===== config.mk =====
export PLATFORM = sky130hd
export DESIGN_NAME = replica_quorum_breaker_voter_top
export DESIGN_NICKNAME = d
export VERILOG_FILES = /design/src/rqbv_pkg.sv /design/src/rqbv_ctrl.sv /design/src/rqbv_datapath.sv /design/src/replica_quorum_breaker_voter_top.sv
export SDC_FILE = /design/constraint.sdc
export NUM_CORES = 2
export LEC_CHECK = 0
export BUFFER_PORTS_ARGS = -buffer_cell sky130_fd_sc_hd__buf_2
export CORE_UTILIZATION = 46
export CTS_CLUSTER_DIAMETER = 40
export CTS_CLUSTER_SIZE = 12
export DETAILED_ROUTE_END_ITERATION = 7
export GPL_TIMING_DRIVEN = 0
export PLACE_DENSITY = 0.68
export SLEW_MARGIN = 20
export SYNTH_ARGS = -nofsm -noshare
export SYNTH_HDL_FRONTEND = slang
export SYNTH_SLANG_ARGS = --single-unit

===== constraint.sdc =====
create_clock -name clk -period 10 [get_ports clk]
set_clock_uncertainty 0.2 [all_clocks]
set_input_delay 2 -clock clk [delete_from_list [all_inputs] [get_ports clk]]
set_output_delay 2 -clock clk [all_outputs]
set_load 0.1 [all_outputs]

===== src/rqbv_pkg.sv =====
`default_nettype none
package rqbv_pkg;

  localparam int REPLICA_COUNT = 6;
  localparam int SLOT_W        = 64;
  localparam int ID_W          = 3;
  localparam int FAULT_W       = 4;
  localparam int INTERVAL_W    = 16;
  localparam int CFG_DATA_W    = 16;
  localparam int CNT_W         = 3;
  localparam int TAB_ADDR_W    = ID_W + 1;
  localparam int TAB_DEPTH     = 2 ** TAB_ADDR_W;

  localparam logic [ID_W-1:0] ID_FIRST    = ID_W'(1);
  localparam logic [ID_W-1:0] ID_LAST     = ID_W'(REPLICA_COUNT);
  localparam logic [ID_W-1:0] ANCHOR_LAST = ID_W'(REPLICA_COUNT - 1);

  localparam logic CFG_FAULT_BOUND   = 1'b0;
  localparam logic CFG_SLOT_INTERVAL = 1'b1;

  localparam logic [FAULT_W-1:0]    FAULT_BOUND_RESET   = FAULT_W'(1);
  localparam logic [INTERVAL_W-1:0] SLOT_INTERVAL_RESET = INTERVAL_W'(1000);

  typedef enum logic [1:0] {
    CMD_QUERY  = 2'd0,
    CMD_TRIP   = 2'd1,
    CMD_CLOSE  = 2'd2,
    CMD_REPORT = 2'd3
  } cmd_t;

  typedef enum logic [2:0] {
    ST_IDLE,
    ST_CHECK,
    ST_ANCHOR,
    ST_SCAN,
    ST_EMIT
  } state_t;

  typedef struct packed {
    logic capture;
    logic take_report;
    logic ack;
    logic store;
    logic anchor_load;
    logic anchor_next;
    logic scan_step;
    logic quorum;
    logic emit;
  } dp_cmd_t;

  typedef struct packed {
    logic is_report;
    logic report_differs;
    logic drop;
    logic ack_now;
    logic anchor_empty;
    logic anchor_last;
    logic scan_last;
    logic quorum_hit;
    logic out_free;
  } dp_status_t;

endpackage
`default_nettype wire


===== src/rqbv_ctrl.sv =====
`default_nettype none
module rqbv_ctrl (
  input  wire logic                clk,
  input  wire logic                rst,
  input  wire logic                in_valid,
  output logic                     in_ready,
  input  wire rqbv_pkg::dp_status_t status,
  output rqbv_pkg::dp_cmd_t        cmd
);
  import rqbv_pkg::*;

  state_t state;
  state_t state_next;

  always_ff @(posedge clk) begin
    if (rst) begin
      state <= ST_IDLE;
    end else begin
      state <= state_next;
    end
  end

  always_comb begin
    state_next = state;
    unique case (state)
      ST_IDLE: begin
        if (in_valid) state_next = ST_CHECK;
      end
      ST_CHECK: begin
        if (status.is_report) begin
          state_next = status.report_differs ? ST_EMIT : ST_IDLE;
        end else if (status.drop) begin
          state_next = ST_IDLE;
        end else if (status.ack_now) begin
          state_next = ST_EMIT;
        end else begin
          state_next = ST_ANCHOR;
        end
      end
      ST_ANCHOR: begin
        if (status.anchor_empty) begin
          state_next = status.anchor_last ? ST_IDLE : ST_ANCHOR;
        end else begin
          state_next = ST_SCAN;
        end
      end
      ST_SCAN: begin
        if (status.quorum_hit) begin
          state_next = ST_EMIT;
        end else if (status.scan_last) begin
          state_next = status.anchor_last ? ST_IDLE : ST_ANCHOR;
        end
      end
      ST_EMIT: begin
        if (status.out_free) state_next = ST_IDLE;
      end
      default: state_next = ST_IDLE;
    endcase
  end

  always_comb begin
    cmd      = '0;
    in_ready = 1'b0;
    unique case (state)
      ST_IDLE: begin
        in_ready    = 1'b1;
        cmd.capture = in_valid;
      end
      ST_CHECK: begin
        if (status.is_report) begin
          cmd.take_report = status.report_differs;
        end else if (!status.drop) begin
          cmd.ack   = status.ack_now;
          cmd.store = !status.ack_now;
        end
      end
      ST_ANCHOR: begin
        cmd.anchor_load = !status.anchor_empty;
        cmd.anchor_next = status.anchor_empty && !status.anchor_last;
      end
      ST_SCAN: begin
        cmd.scan_step   = 1'b1;
        cmd.quorum      = status.quorum_hit;
        cmd.anchor_next = !status.quorum_hit && status.scan_last && !status.anchor_last;
      end
      ST_EMIT: begin
        cmd.emit = status.out_free;
      end
      default: cmd = '0;
    endcase
  end

endmodule
`default_nettype wire


===== src/rqbv_datapath.sv =====
`default_nettype none
module rqbv_datapath (
  input  wire logic                                     clk,
  input  wire logic                                     rst,
  input  wire logic                                     cfg_we,
  input  wire logic                                     cfg_index,
  input  wire logic [rqbv_pkg::CFG_DATA_W-1:0]          cfg_data,
  input  wire logic [1:0]                               command,
  input  wire logic [rqbv_pkg::ID_W-1:0]                replica_id,
  input  wire logic [rqbv_pkg::SLOT_W-1:0]              msg_slot,
  input  wire logic [rqbv_pkg::SLOT_W-1:0]              now_slot,
  input  wire logic                                     authentic,
  input  wire logic                                     reported_trip,
  input  wire rqbv_pkg::dp_cmd_t                        cmd,
  output rqbv_pkg::dp_status_t                          status,
  output logic                                          out_valid,
  input  wire logic                                     out_ready,
  output logic                                          ack_trip,
  output logic [rqbv_pkg::SLOT_W-1:0]                   ack_slot,
  output logic                                          ack_source
);
  import rqbv_pkg::*;

  logic [FAULT_W-1:0]    fault_bound;
  logic [INTERVAL_W-1:0] slot_interval;
  logic                  breaker;
  logic [SLOT_W-1:0]     last_ack;
  logic                  feedback;

  cmd_t              cmd_q;
  logic [ID_W-1:0]   id_q;
  logic [SLOT_W-1:0] mslot_q;
  logic [SLOT_W-1:0] now_q;
  logic              auth_q;
  logic              rtrip_q;
  logic [SLOT_W:0]   now_plus_q;

  logic [SLOT_W-1:0] tab_data [TAB_DEPTH];
  logic [TAB_DEPTH-1:0] tab_valid;

  logic [ID_W-1:0]   anchor_idx;
  logic [ID_W-1:0]   scan_idx;
  logic              scanning;
  logic [CNT_W-1:0]  lo_cnt;
  logic [CNT_W-1:0]  hi_cnt;
  logic [SLOT_W-1:0] anchor_v;
  logic [SLOT_W-1:0] anchor_lo;
  logic [SLOT_W-1:0] anchor_hi;
  logic              anchor_lo_ok;
  logic              anchor_hi_ok;

  logic                  want;
  logic [ID_W-1:0]       rd_idx;
  logic [TAB_ADDR_W-1:0] rd_addr;
  logic [TAB_ADDR_W-1:0] wr_addr;
  logic [SLOT_W-1:0]     rd;
  logic [SLOT_W-1:0]     interval_ext;
  logic [SLOT_W:0]       rd_plus;
  logic                  match_lo;
  logic                  match_hi;
  logic [CNT_W-1:0]      lo_next;
  logic [CNT_W-1:0]      hi_next;
  logic [FAULT_W-1:0]    need;
  logic                  id_ok;

  assign want         = (cmd_q == CMD_TRIP);
  assign rd_idx       = scanning ? scan_idx : anchor_idx;
  assign rd_addr      = {want, rd_idx};
  assign wr_addr      = {want, id_q};
  assign rd           = tab_valid[rd_addr] ? tab_data[rd_addr] : '0;
  assign interval_ext = SLOT_W'(slot_interval);
  assign rd_plus      = {1'b0, rd} + {1'b0, interval_ext};
  assign need         = (fault_bound == '0) ? FAULT_W'(1) : fault_bound;
  assign id_ok        = (id_q >= ID_FIRST) && (id_q <= ID_LAST);

  assign match_lo = (rd != '0) && ((rd == anchor_v) || (anchor_lo_ok && rd == anchor_lo));
  assign match_hi = (rd != '0) && ((rd == anchor_v) || (anchor_hi_ok && rd == anchor_hi));
  assign lo_next  = lo_cnt + CNT_W'(match_lo);
  assign hi_next  = hi_cnt + CNT_W'(match_hi);

  always_comb begin
    status                = '0;
    status.is_report      = (cmd_q == CMD_REPORT);
    status.report_differs = (rtrip_q != breaker);
    status.drop           = !id_ok || !auth_q || (mslot_q < last_ack)
                            || ({1'b0, mslot_q} > now_plus_q);
    status.ack_now        = (cmd_q == CMD_QUERY) || (breaker == want);
    status.anchor_empty   = (rd == '0);
    status.anchor_last    = (anchor_idx == ANCHOR_LAST);
    status.scan_last      = (scan_idx == ID_LAST);
    status.quorum_hit     = (FAULT_W'(lo_next) >= need) || (FAULT_W'(hi_next) >= need);
    status.out_free       = !out_valid || out_ready;
  end

  always_ff @(posedge clk) begin
    if (rst) begin
      fault_bound   <= FAULT_BOUND_RESET;
      slot_interval <= SLOT_INTERVAL_RESET;
    end else if (cfg_we) begin
      unique case (cfg_index)
        CFG_FAULT_BOUND:   fault_bound   <= cfg_data[FAULT_W-1:0];
        CFG_SLOT_INTERVAL: slot_interval <= cfg_data[INTERVAL_W-1:0];
        default: ;
      endcase
    end
  end

  always_ff @(posedge clk) begin
    if (cmd.capture) begin
      cmd_q      <= cmd_t'(command);
      id_q       <= replica_id;
      mslot_q    <= msg_slot;
      now_q      <= now_slot;
      auth_q     <= authentic;
      rtrip_q    <= reported_trip;
      now_plus_q <= {1'b0, now_slot} + {1'b0, interval_ext};
    end
  end

  always_ff @(posedge clk) begin
    if (rst) begin
      breaker  <= 1'b0;
      last_ack <= '0;
      feedback <= 1'b0;
    end else if (cmd.take_report) begin
      breaker  <= rtrip_q;
      feedback <= 1'b1;
    end else if (cmd.ack) begin
      last_ack <= now_q;
      feedback <= 1'b0;
    end else if (cmd.quorum) begin
      breaker  <= want;
      last_ack <= now_q;
      feedback <= 1'b0;
    end
  end

  always_ff @(posedge clk) begin
    if (cmd.store) tab_data[wr_addr] <= mslot_q;
  end

  always_ff @(posedge clk) begin
    if (rst || cmd.quorum) begin
      tab_valid <= '0;
    end else if (cmd.store) begin
      tab_valid[wr_addr] <= 1'b1;
    end
  end

  always_ff @(posedge clk) begin
    if (cmd.store) begin
      anchor_idx <= ID_FIRST;
    end else if (cmd.anchor_next) begin
      anchor_idx <= anchor_idx + ID_W'(1);
    end
    if (cmd.anchor_load) begin
      scan_idx     <= anchor_idx + ID_W'(1);
      lo_cnt       <= '0;
      hi_cnt       <= '0;
      anchor_v     <= rd;
      anchor_lo    <= rd - interval_ext;
      anchor_lo_ok <= (rd >= interval_ext);
      anchor_hi    <= rd_plus[SLOT_W-1:0];
      anchor_hi_ok <= !rd_plus[SLOT_W];
    end else if (cmd.scan_step) begin
      scan_idx <= scan_idx + ID_W'(1);
      lo_cnt   <= lo_next;
      hi_cnt   <= hi_next;
    end
  end

  always_ff @(posedge clk) begin
    if (rst) begin
      scanning <= 1'b0;
    end else if (cmd.anchor_load) begin
      scanning <= 1'b1;
    end else if (cmd.scan_step && (status.quorum_hit || status.scan_last)) begin
      scanning <= 1'b0;
    end
  end

  always_ff @(posedge clk) begin
    if (rst) begin
      out_valid <= 1'b0;
    end else if (cmd.emit) begin
      out_valid <= 1'b1;
    end else if (out_ready) begin
      out_valid <= 1'b0;
    end
  end

  always_ff @(posedge clk) begin
    if (cmd.emit) begin
      ack_trip   <= breaker;
      ack_slot   <= last_ack;
      ack_source <= feedback;
    end
  end

endmodule
`default_nettype wire


===== src/replica_quorum_breaker_voter_top.sv =====
// Breaker voter for replicated relays.
// Input channel (in_valid/in_ready) carries one item per transfer: a recovery
// query, a trip vote, a close vote or a breaker state report. Output channel
// (out_valid/out_ready) carries at most one acknowledgement per item.
// Configuration: cfg_we writes cfg_data into fault_bound (index 0) or
// slot_interval (index 1) in the same cycle; write only while idle.
// Flow: the item is checked in the cycle after its transfer; a query, a
// re-acknowledged vote or a differing state report then goes from the check
// step to the emit step, which loads the output register. A stored vote runs
// a pairwise scan of the replica table, one anchor load or one compare per
// cycle, each filled anchor against every later replica, until a quorum is
// found or the last anchor is done. One item is in work at a time; in_ready
// rises again when its work is done.
// The result sits in an output register: a new item is taken while it waits,
// and the block holds in its emit step only if a second result is due before
// the first has been taken.
// Reset (rst, synchronous) closes the breaker, zeroes the last acknowledged
// slot, empties both vote tables, restores the registers and drops any
// pending result.
`default_nettype none
module replica_quorum_breaker_voter_top (
  input  wire logic                                clk,
  input  wire logic                                rst,
  input  wire logic                                cfg_we,
  input  wire logic                                cfg_index,
  input  wire logic [rqbv_pkg::CFG_DATA_W-1:0]     cfg_data,
  input  wire logic                                in_valid,
  output logic                                     in_ready,
  input  wire logic [1:0]                          command,
  input  wire logic [rqbv_pkg::ID_W-1:0]           replica_id,
  input  wire logic [rqbv_pkg::SLOT_W-1:0]         msg_slot,
  input  wire logic [rqbv_pkg::SLOT_W-1:0]         now_slot,
  input  wire logic                                authentic,
  input  wire logic                                reported_trip,
  output logic                                     out_valid,
  input  wire logic                                out_ready,
  output logic                                     ack_trip,
  output logic [rqbv_pkg::SLOT_W-1:0]              ack_slot,
  output logic                                     ack_source
);
  import rqbv_pkg::*;

  dp_cmd_t    dp_cmd;
  dp_status_t dp_status;

  rqbv_ctrl u_ctrl (
    .clk      (clk),
    .rst      (rst),
    .in_valid (in_valid),
    .in_ready (in_ready),
    .status   (dp_status),
    .cmd      (dp_cmd)
  );

  rqbv_datapath u_datapath (
    .clk           (clk),
    .rst           (rst),
    .cfg_we        (cfg_we),
    .cfg_index     (cfg_index),
    .cfg_data      (cfg_data),
    .command       (command),
    .replica_id    (replica_id),
    .msg_slot      (msg_slot),
    .now_slot      (now_slot),
    .authentic     (authentic),
    .reported_trip (reported_trip),
    .cmd           (dp_cmd),
    .status        (dp_status),
    .out_valid     (out_valid),
    .out_ready     (out_ready),
    .ack_trip      (ack_trip),
    .ack_slot      (ack_slot),
    .ack_source    (ack_source)
  );

endmodule
`default_nettype wire


# Word-level counts from Yosys, hierarchy flattened
# Memories as Yosys holds them, arrays and structs flattened.
# Cells that the tools add are included.
[word_totals]
n_memories = 1
mem_bits_rw = 1024
out_inout_bits = 68
inputBits = 157
word_cells = 154
register_bits = 579
[op_classes]
muxes = 44
reduce_logical = 44
add_sub_neg = 7
order_cmp = 10
n_bitwise = 3
n_eq_ne = 17
[memory_table]
columns = ["memory", "words", "word_bits", "rd", "rd_ports_with_merged_regs", "write_ports", "line", "text"]
rows = [
  ["u_datapath.tab_data", 16, 64, 1, 0, 1, "rqbv_datapath.sv:38", "logic [SLOT_W-1:0] tab_data [TAB_DEPTH];"],
]
[ops]
columns = ["cell", "n"]
rows = [
  ["$eq 64x64->1", 3],
  ["$mux 64", 3],
  ["$add 64x16->65", 2],
  ["$gt 64x65->1", 1],
  ["$ge 64x16->1", 1],
  ["$logic_not 64->1", 1],
  ["$lt 64x64->1", 1],
  ["$reduce_bool 64->1", 1],
  ["$sub 64x16->64", 1],
  ["$mux 3", 13],
  ["$mux 1", 19],
  ["$or 16x16->16", 1],
  ["$pmux 3 s5", 1],
  ["$logic_and 1x1->1", 10],
  ["$logic_or 1x1->1", 10],
  ["$lt 4x5->1 const B", 2],
  ["$reduce_bool 2->1", 5],
  ["$eq 3x3->1 const B", 3],
  ["$ge 3x4->1", 2],
  ["$logic_not 1->1", 8],
  ["$mux 2", 4],
  ["$reduce_and 2->1", 4],
  ["$add 3x1->3", 2],
  ["$add 3x1->3 const B", 2],
  ["other kinds (22)", 25],
]

# Logic depth before layout (Yosys ltp)
[logic_depth]
depth_word = 15
mapped_depth = 34
depth_no_buf = 24

# Modules after synthesis
# A second synthesis with hierarchy kept.
[unflattened]
cells_unflattened = 4711
hier_area_um2 = 69920.8
[by_module_without_submodules]
columns = ["module", "area_per_inst_um2", "n_inst", "cells_each", "seq_area_each_um2"]
rows = [
  ["rqbv_datapath", 69646.8, 1, 4671, 46885.0],
  ["rqbv_ctrl", 274.0, 1, 40, 60.1],
]

# Least setup slack after synthesis
# Ideal clock, no wire load.
[synth_timing]
kind = "register to register"
from = "reg u_datapath.mslot_q[26]"
to = "mem u_datapath.tab_data[11][0], enable pin"
slack_ns = -0.399
arrival_time_ns = 9.551
t_required_ns = 9.153
stages_incl_launch_ff = 14
setup_ns = 0.647
synth_period_minus_slack_ns = 10.399
path_buffers = 2
cell_sequence = "edfxtp_1 ha_1 a21o_1 a21o_1 a21oi_1 nor2_1 a2111oi_0 o221ai_1 o31a_1 a41o_1 or4b_2 clkbuf_1 clkbuf_1 nor4_1"
[synth_between]
elab_chain_len = 8
word_cells_on_any_way = 9
cone_classes = "2 x order compare; 5 x mux; 2 x reduce/logical"
[synth_lines]
columns = ["element", "line", "text"]
rows = [
  ["from (decl)", "rqbv_datapath.sv:32", "logic [SLOT_W-1:0] mslot_q;"],
  ["from (signal assigned)", "rqbv_datapath.sv:112", "mslot_q <= msg_slot;"],
  ["$lt 64x64->1", "rqbv_datapath.sv:85", "status.drop = !id_ok || !auth_q || (mslot_q < last_ack)"],
  ["$logic_or 1x1->1", "rqbv_datapath.sv:85", ""],
  ["$logic_or 1x1->1 *", "rqbv_datapath.sv:86", "|| ({1'b0, mslot_q} > now_plus_q);"],
  ["$mux 2 *", "rqbv_ctrl.sv:72", "end else if (!status.drop) begin"],
  ["$mux 2 *", "rqbv_ctrl.sv:70", "if (status.is_report) begin"],
  ["$mux 3 *", "rqbv_ctrl.sv:64", "unique case (state)"],
  ["$mux 1 *", "rqbv_datapath.sv:139", "if (cmd.store) tab_data[wr_addr] <= mslot_q;"],
  ["$mux 1 (not written as such) *", "rqbv_datapath.sv:139", ""],
  ["to (decl)", "rqbv_datapath.sv:38", ""],
]
# Every way passes the cells marked *; elsewhere a longest branch is shown, timed or not.

# Worst setup path in the final report
[layout_timing]
from = "reg u_datapath.scan_idx[1]"
to = "reg u_datapath.last_ack[60]"
[layout_between]
elab_chain_len = 14
word_cells_on_any_way = 23
cone_classes = "2 x add/sub; 2 x order compare; 3 x eq/ne; 5 x mux; 10 x reduce/logical; 1 x memory"
[layout_lines]
columns = ["element", "line", "text"]
rows = [
  ["from (decl)", "rqbv_datapath.sv:42", "logic [ID_W-1:0] scan_idx;"],
  ["from (signal assigned)", "rqbv_datapath.sv:157", "scan_idx <= anchor_idx + ID_W'(1);"],
  ["from (signal assigned)", "rqbv_datapath.sv:166", "scan_idx <= scan_idx + ID_W'(1);"],
  ["$mux 3 *", "rqbv_datapath.sv:67", "assign rd_idx = scanning ? scan_idx : anchor_idx;"],
  ["$bmux 1 s4", "rqbv_datapath.sv:70", "assign rd = tab_valid[rd_addr] ? tab_data[rd_addr] : '0;"],
  ["$mux 1 (not written as such)", "rqbv_datapath.sv:70", ""],
  ["$mux 64 *", "rqbv_datapath.sv:70", ""],
  ["$eq 64x64->1", "rqbv_datapath.sv:76", "assign match_lo = (rd != '0) && ((rd == anchor_v) || (anchor_lo_ok && rd == anchor_lo));"],
  ["$logic_and 1x1->1", "rqbv_datapath.sv:76", ""],
  ["$logic_or 1x1->1", "rqbv_datapath.sv:76", ""],
  ["$logic_and 1x1->1 *", "rqbv_datapath.sv:76", ""],
  ["$add 3x1->3 *", "rqbv_datapath.sv:78", "assign lo_next = lo_cnt + CNT_W'(match_lo);"],
  ["via u_datapath.lo_next[1]", "rqbv_datapath.sv:61", "logic [CNT_W-1:0] lo_next;"],
  ["$ge 3x4->1 *", "rqbv_datapath.sv:91", "status.quorum_hit = (FAULT_W'(lo_next) >= need) || (FAULT_W'(hi_next) >= need);"],
  ["$logic_or 1x1->1 *", "rqbv_datapath.sv:91", ""],
  ["$mux 2 *", "rqbv_ctrl.sv:64", ""],
  ["$reduce_bool 2->1 (no line) *", "n/a", ""],
  ["$reduce_and 2->1 (no line) *", "n/a", ""],
  ["to (signal assigned)", "rqbv_datapath.sv:129", "last_ack <= now_q;"],
  ["to (signal assigned)", "rqbv_datapath.sv:133", "last_ack <= now_q;"],
  ["to (decl)", "rqbv_datapath.sv:27", "logic [SLOT_W-1:0] last_ack;"],
]
# Mark *: on every way through the listed nets, which the timed path passes. The rest lies on a longest branch. The select of a mux whose other input is x is not followed.
# A chain may end at the register's enable or synchronous reset.

==> metrics <==
Synthesis Warnings 0; maximum clock insertion buffer count 3; async set-reset flop share out of synthesis 0%; critical path endpoint category flip-flop; post-route setup slack -0.0236 ns; TritonCTS buffer count 194; count of cells along the worst register-to-register path 26; floorplan die width 395 µm; global-route wire length before repair 323,000 µm; clock group share of total power 37.3%; sink count of the clock tree 1,602; number of remaining DRC errors 0; setup repair after global routing missed its margin false; Global Route Usage Sum 28.8%; Tightest Hold Check Type reg2reg; # setup viols final 5; count of flip-flops with a built-in enable after synthesis 1,486; Worst Max-Slew Pin Slew 1.29 ns; R2R Path Start u_datapath.scan_idx[1]; number of placement rows 144; routability-driven placement congestion ratio 0.949; Total Nets Final 6,209; Most Frequent Cell on Critical Path sky130_fd_sc_hd__ha_1; Min Clock Period, post-route 10.02 ns; met2 usage in global routing 45.1%; Final HPWL DP 167,000 µm; worst skew pair latency 0.85 ns; result of the run complete, but fails checks; Stages on worst setup path 26; cell internal pwr 12,900 µW; busiest layer in global routing met2; Root Buffer Master sky130_fd_sc_hd__clkbuf_16; CTS tree built; final core utilization 54.7%; launching instance or port of the critical path u_datapath.scan_idx[1]; number of slew-limit violations in the final report 0; highest fanout seen on the critical path 10; total of flip-flops plus latches after synthesis 1,602; Clock Pin Slew Worst Setup and Hold Paths 0.06 ns; area enclosed by the die boundary 156,000 µm²; fraction of power consumed by sequential logic 41.2%; flip-flop and latch area 46,900 µm²; synth unique cells 111; number of routed nets with antenna violations 0; Routed Wire Length 228,000 µm; core region area 154,000 µm²; source of the worst hold timing path u_datapath.last_ack[51]; share of final-layout standard cells stronger than drive strength 1 18.6%; maximum clock frequency 99.8 MHz; via count of the first global-routing pass 46,500; H-tree levels 4; total overflow reported by the global router 0; critical path required time 10.50 ns; die outline height 395 µm; IO Port Bufs 223; met1 global-route usage 38.1%; multi-input gate area in the final layout 23,500 µm²; cell count of the worst hold path 0; flip-flop cell with the highest count after synthesis sky130_fd_sc_hd__edfxtp_1; Bufs and invs on worst path 6; peak ir drop on the vdd network 156 µV; met3 global-route usage 6.34%; Setup crit start kind flip-flop; family with the most delay on the worst path compound AO/OA/AOI/OAI gates; Mapped Area 71,200 µm²; maximum number of pins on one net before global-route repair 82; worst path arrival time 10.52 ns; WL/cell 28.3 µm; violations in the final reports setup timing; via total after detailed routing 48,000; worst rel slew slack 14.0%; post-route fraction of the period consumed by the critical path 100%; post-layout power 18,700 µW; length of the first detailed-routing pass in iterations 8; count of max-cap constraint violations 0; post-synthesis area per instance 14.3 µm²; hold violation total from the final report 0; switching share of power 30.8%; via density per instance 5.95; critical path start-end classification reg2reg; crit path max-delay cell type sky130_fd_sc_hd__a2111oi_2; first-iteration detailed-routing DRC count 6,336; final-layout fill cell count 12,500; static leakage 0.0307 µW; total power per unit cell area 222 nW/µm²; number of antenna violations at the first check in global routing 11; starting utilization of the core area 46.3%; I/O Pins 225; Syn-to-layout area delta 18.1%; combinational power share 21.5%; post-synthesis instance total 4,984; fraction of the yosys area taken by sequential cells 65.9%; delay contributed by the slowest stage of the critical path 1.08 ns; reported net switching power 5760 µW
==> power by group through the flow <==
stage	logic, µW	clock network (µW)	registers, µW
detailed placement	3880	0	7830
global route	4160	7270	7700
global placement	3810	0	7840
floorplan	2370	0	7770
finish	4010	6970	7690
CTS	3910	7010	7690
==> logic make-up after synthesis <==
group | synth area share, %
AND/OR/NAND/NOR | 9.04
adder cells (fa/ha/maj) | 3.40
multiplexers | 7.38
AO/OA/AOI/OAI | 7.48
XOR/XNOR | 3.94
other | 0.00527
flip-flops | 65.9
buffers and inverters | 2.85
==> worst paths after layout <==
check	endpoint	slack, ns
max	u_datapath.last_ack[60]	-0.02
min	u_datapath.ack_slot[51]	0.26
max reg2reg	u_datapath.last_ack[60]	-0.02
min reg2reg	u_datapath.ack_slot[51]	0.26
==> cell usage after synthesis, types with 14 or more instances <==
cell type	n	area [µm²]
sky130_fd_sc_hd__a211oi_1	50	375
sky130_fd_sc_hd__a21boi_0	21	158
sky130_fd_sc_hd__a21o_1	50	375
sky130_fd_sc_hd__a21oi_1	229	1150
sky130_fd_sc_hd__a221oi_1	14	123
sky130_fd_sc_hd__a22o_1	14	123
sky130_fd_sc_hd__a22oi_1	16	120
sky130_fd_sc_hd__a31oi_1	19	119
sky130_fd_sc_hd__and2_1	20	125
sky130_fd_sc_hd__and3_1	32	200
sky130_fd_sc_hd__buf_1	24	90.1
sky130_fd_sc_hd__buf_2	28	140
sky130_fd_sc_hd__buf_6	22	248
sky130_fd_sc_hd__clkbuf_1	117	439
sky130_fd_sc_hd__dfxtp_1	116	2320
sky130_fd_sc_hd__edfxtp_1	1486	44600
sky130_fd_sc_hd__ha_1	189	2360
sky130_fd_sc_hd__inv_1	237	890
sky130_fd_sc_hd__mux2_2	19	214
sky130_fd_sc_hd__mux2i_1	154	1540
sky130_fd_sc_hd__mux4_2	151	3400
sky130_fd_sc_hd__nand2_1	471	1770
sky130_fd_sc_hd__nand2b_1	25	156
sky130_fd_sc_hd__nand3_1	95	475
sky130_fd_sc_hd__nand3b_1	20	150
sky130_fd_sc_hd__nand4_1	90	563
sky130_fd_sc_hd__nor2_1	240	901
sky130_fd_sc_hd__nor2b_1	60	375
sky130_fd_sc_hd__nor3_1	84	420
sky130_fd_sc_hd__nor4_1	34	213
sky130_fd_sc_hd__o211ai_1	20	150
sky130_fd_sc_hd__o21a_1	31	233
sky130_fd_sc_hd__o21ai_0	124	621
sky130_fd_sc_hd__o21bai_1	17	128
sky130_fd_sc_hd__o221ai_1	19	166
sky130_fd_sc_hd__o22ai_1	64	400
sky130_fd_sc_hd__or2_2	15	93.8
sky130_fd_sc_hd__xnor2_1	220	1930
sky130_fd_sc_hd__xor2_1	100	876
==> state kept, by name, indices dropped and copies added, names as in the netlist, 4 cells and up <==
signal / count
u_datapath.ack_slot: 64
u_datapath.anchor_hi: 64
u_datapath.anchor_lo: 63
u_datapath.anchor_v: 64
u_datapath.fault_bound: 4
u_datapath.last_ack: 64
u_datapath.mslot_q: 64
u_datapath.now_plus_q: 65
u_datapath.now_q: 64
u_datapath.slot_interval: 16
u_datapath.tab_data: 1024
u_datapath.tab_valid: 16
==> worst register-to-register path, stage by stage (launching register included) <==
cell and delay [ns]:
sky130_fd_sc_hd__edfxtp_1 0.56, sky130_fd_sc_hd__mux2_1 0.52, sky130_fd_sc_hd__buf_2 0.30, sky130_fd_sc_hd__buf_6 0.21, sky130_fd_sc_hd__buf_4 0.21, sky130_fd_sc_hd__nand2_1 0.13
sky130_fd_sc_hd__clkbuf_1 0.85, sky130_fd_sc_hd__a21oi_1 0.14, sky130_fd_sc_hd__a2111oi_2 1.08, sky130_fd_sc_hd__o211ai_1 0.23, sky130_fd_sc_hd__nor4b_1 0.65, sky130_fd_sc_hd__a41oi_1 0.40
sky130_fd_sc_hd__nor4_4 0.60, sky130_fd_sc_hd__nand4b_1 0.28, sky130_fd_sc_hd__o31ai_1 0.17, sky130_fd_sc_hd__ha_1 0.23, sky130_fd_sc_hd__ha_1 0.30, sky130_fd_sc_hd__ha_1 0.28
sky130_fd_sc_hd__a21boi_0 0.15, sky130_fd_sc_hd__o21ai_0 0.15, sky130_fd_sc_hd__a31oi_4 0.50, sky130_fd_sc_hd__nand2_1 0.25, sky130_fd_sc_hd__o31ai_2 0.30, sky130_fd_sc_hd__clkbuf_8 0.42
sky130_fd_sc_hd__buf_2 0.46, sky130_fd_sc_hd__mux2i_1 0.26, sky130_fd_sc_hd__nor2_1 0.06
==> cell type report <==
type,instances,area share (%)
antenna,5,0.0149
sequential,1602,55.8
multi-input combinational,3185,27.9
clock buffer,256,6.22
clock inverter,104,1.38
timing repair buffer,427,3.18
buffer,206,1.41
tap,2044,3.04
inverter,244,1.09
==> cell usage in the layout (no fill, tap or decap), types with 21 or more instances in the layout <==
cell type                   Yosys  final
sky130_fd_sc_hd__clkbuf_2       0     25
sky130_fd_sc_hd__nand2b_1      25     25
sky130_fd_sc_hd__conb_1         1    256
sky130_fd_sc_hd__mux4_2       151    151
sky130_fd_sc_hd__a21boi_0      21     21
sky130_fd_sc_hd__clkinv_2       0     21
sky130_fd_sc_hd__inv_1        237    237
sky130_fd_sc_hd__and3_1        32     32
sky130_fd_sc_hd__a21oi_1      229    229
sky130_fd_sc_hd__nand2_1      471    471
sky130_fd_sc_hd__nand4_1       90     90
sky130_fd_sc_hd__a211oi_1      50     50
sky130_fd_sc_hd__nor3_1        84     76
sky130_fd_sc_hd__nand3_1       95     95
sky130_fd_sc_hd__xnor2_1      220    220
sky130_fd_sc_hd__o21ai_0      124    124
sky130_fd_sc_hd__xor2_1       100    100
sky130_fd_sc_hd__buf_6         22     27
sky130_fd_sc_hd__mux2i_1      154    153
sky130_fd_sc_hd__clkbuf_1     117    142
sky130_fd_sc_hd__a21o_1        50     50
sky130_fd_sc_hd__ha_1         189    189
sky130_fd_sc_hd__o22ai_1       64     64
sky130_fd_sc_hd__clkbuf_16      0    198
sky130_fd_sc_hd__buf_2         28    375
sky130_fd_sc_hd__edfxtp_1    1486   1486
sky130_fd_sc_hd__o21a_1        31     31
sky130_fd_sc_hd__dfxtp_1      116    116
sky130_fd_sc_hd__buf_4         10     67
sky130_fd_sc_hd__nor2b_1       60     60
sky130_fd_sc_hd__nor2_1       240    230
==> what timing repair did <==
item / in CTS / in global routing
endpoints found under the setup margin: 66 / 60
resized for setup: 29 / 19
hold endpoints to repair: 0 / 0
pin swaps: 1 / 2
hold buffers: 0 / 0
setup buffers: 2 / 2
==> per-layer routing <==
metal  part of all wire, %  vias up
met5                 0.021        -
met4                   5.4        8
met3                    11      533
met2                    46     2886
met1                    38    24100
li1                      -    20500
==> stage by stage <==
stage / hold WS (ns) / setup TNS (ns) / instances / setup WS (ns) / cell area (µm²)
floorplan: 0.209 / -176.22 / 5239 / -0.399 / 72200
global route: 0.277 / 0 / 8069 / 0.00654 / 84100
CTS: 0.261 / 0 / 8067 / 0.00160 / 84100
finish: 0.257 / -0.0586 / 8073 / -0.0236 / 84100
detailed placement: 0.243 / -60.40 / 7706 / -1.35 / 77600
global placement: 0.238 / -8345.56 / 7506 / -12.26 / 75900
(Power assumes the default switching activity.)
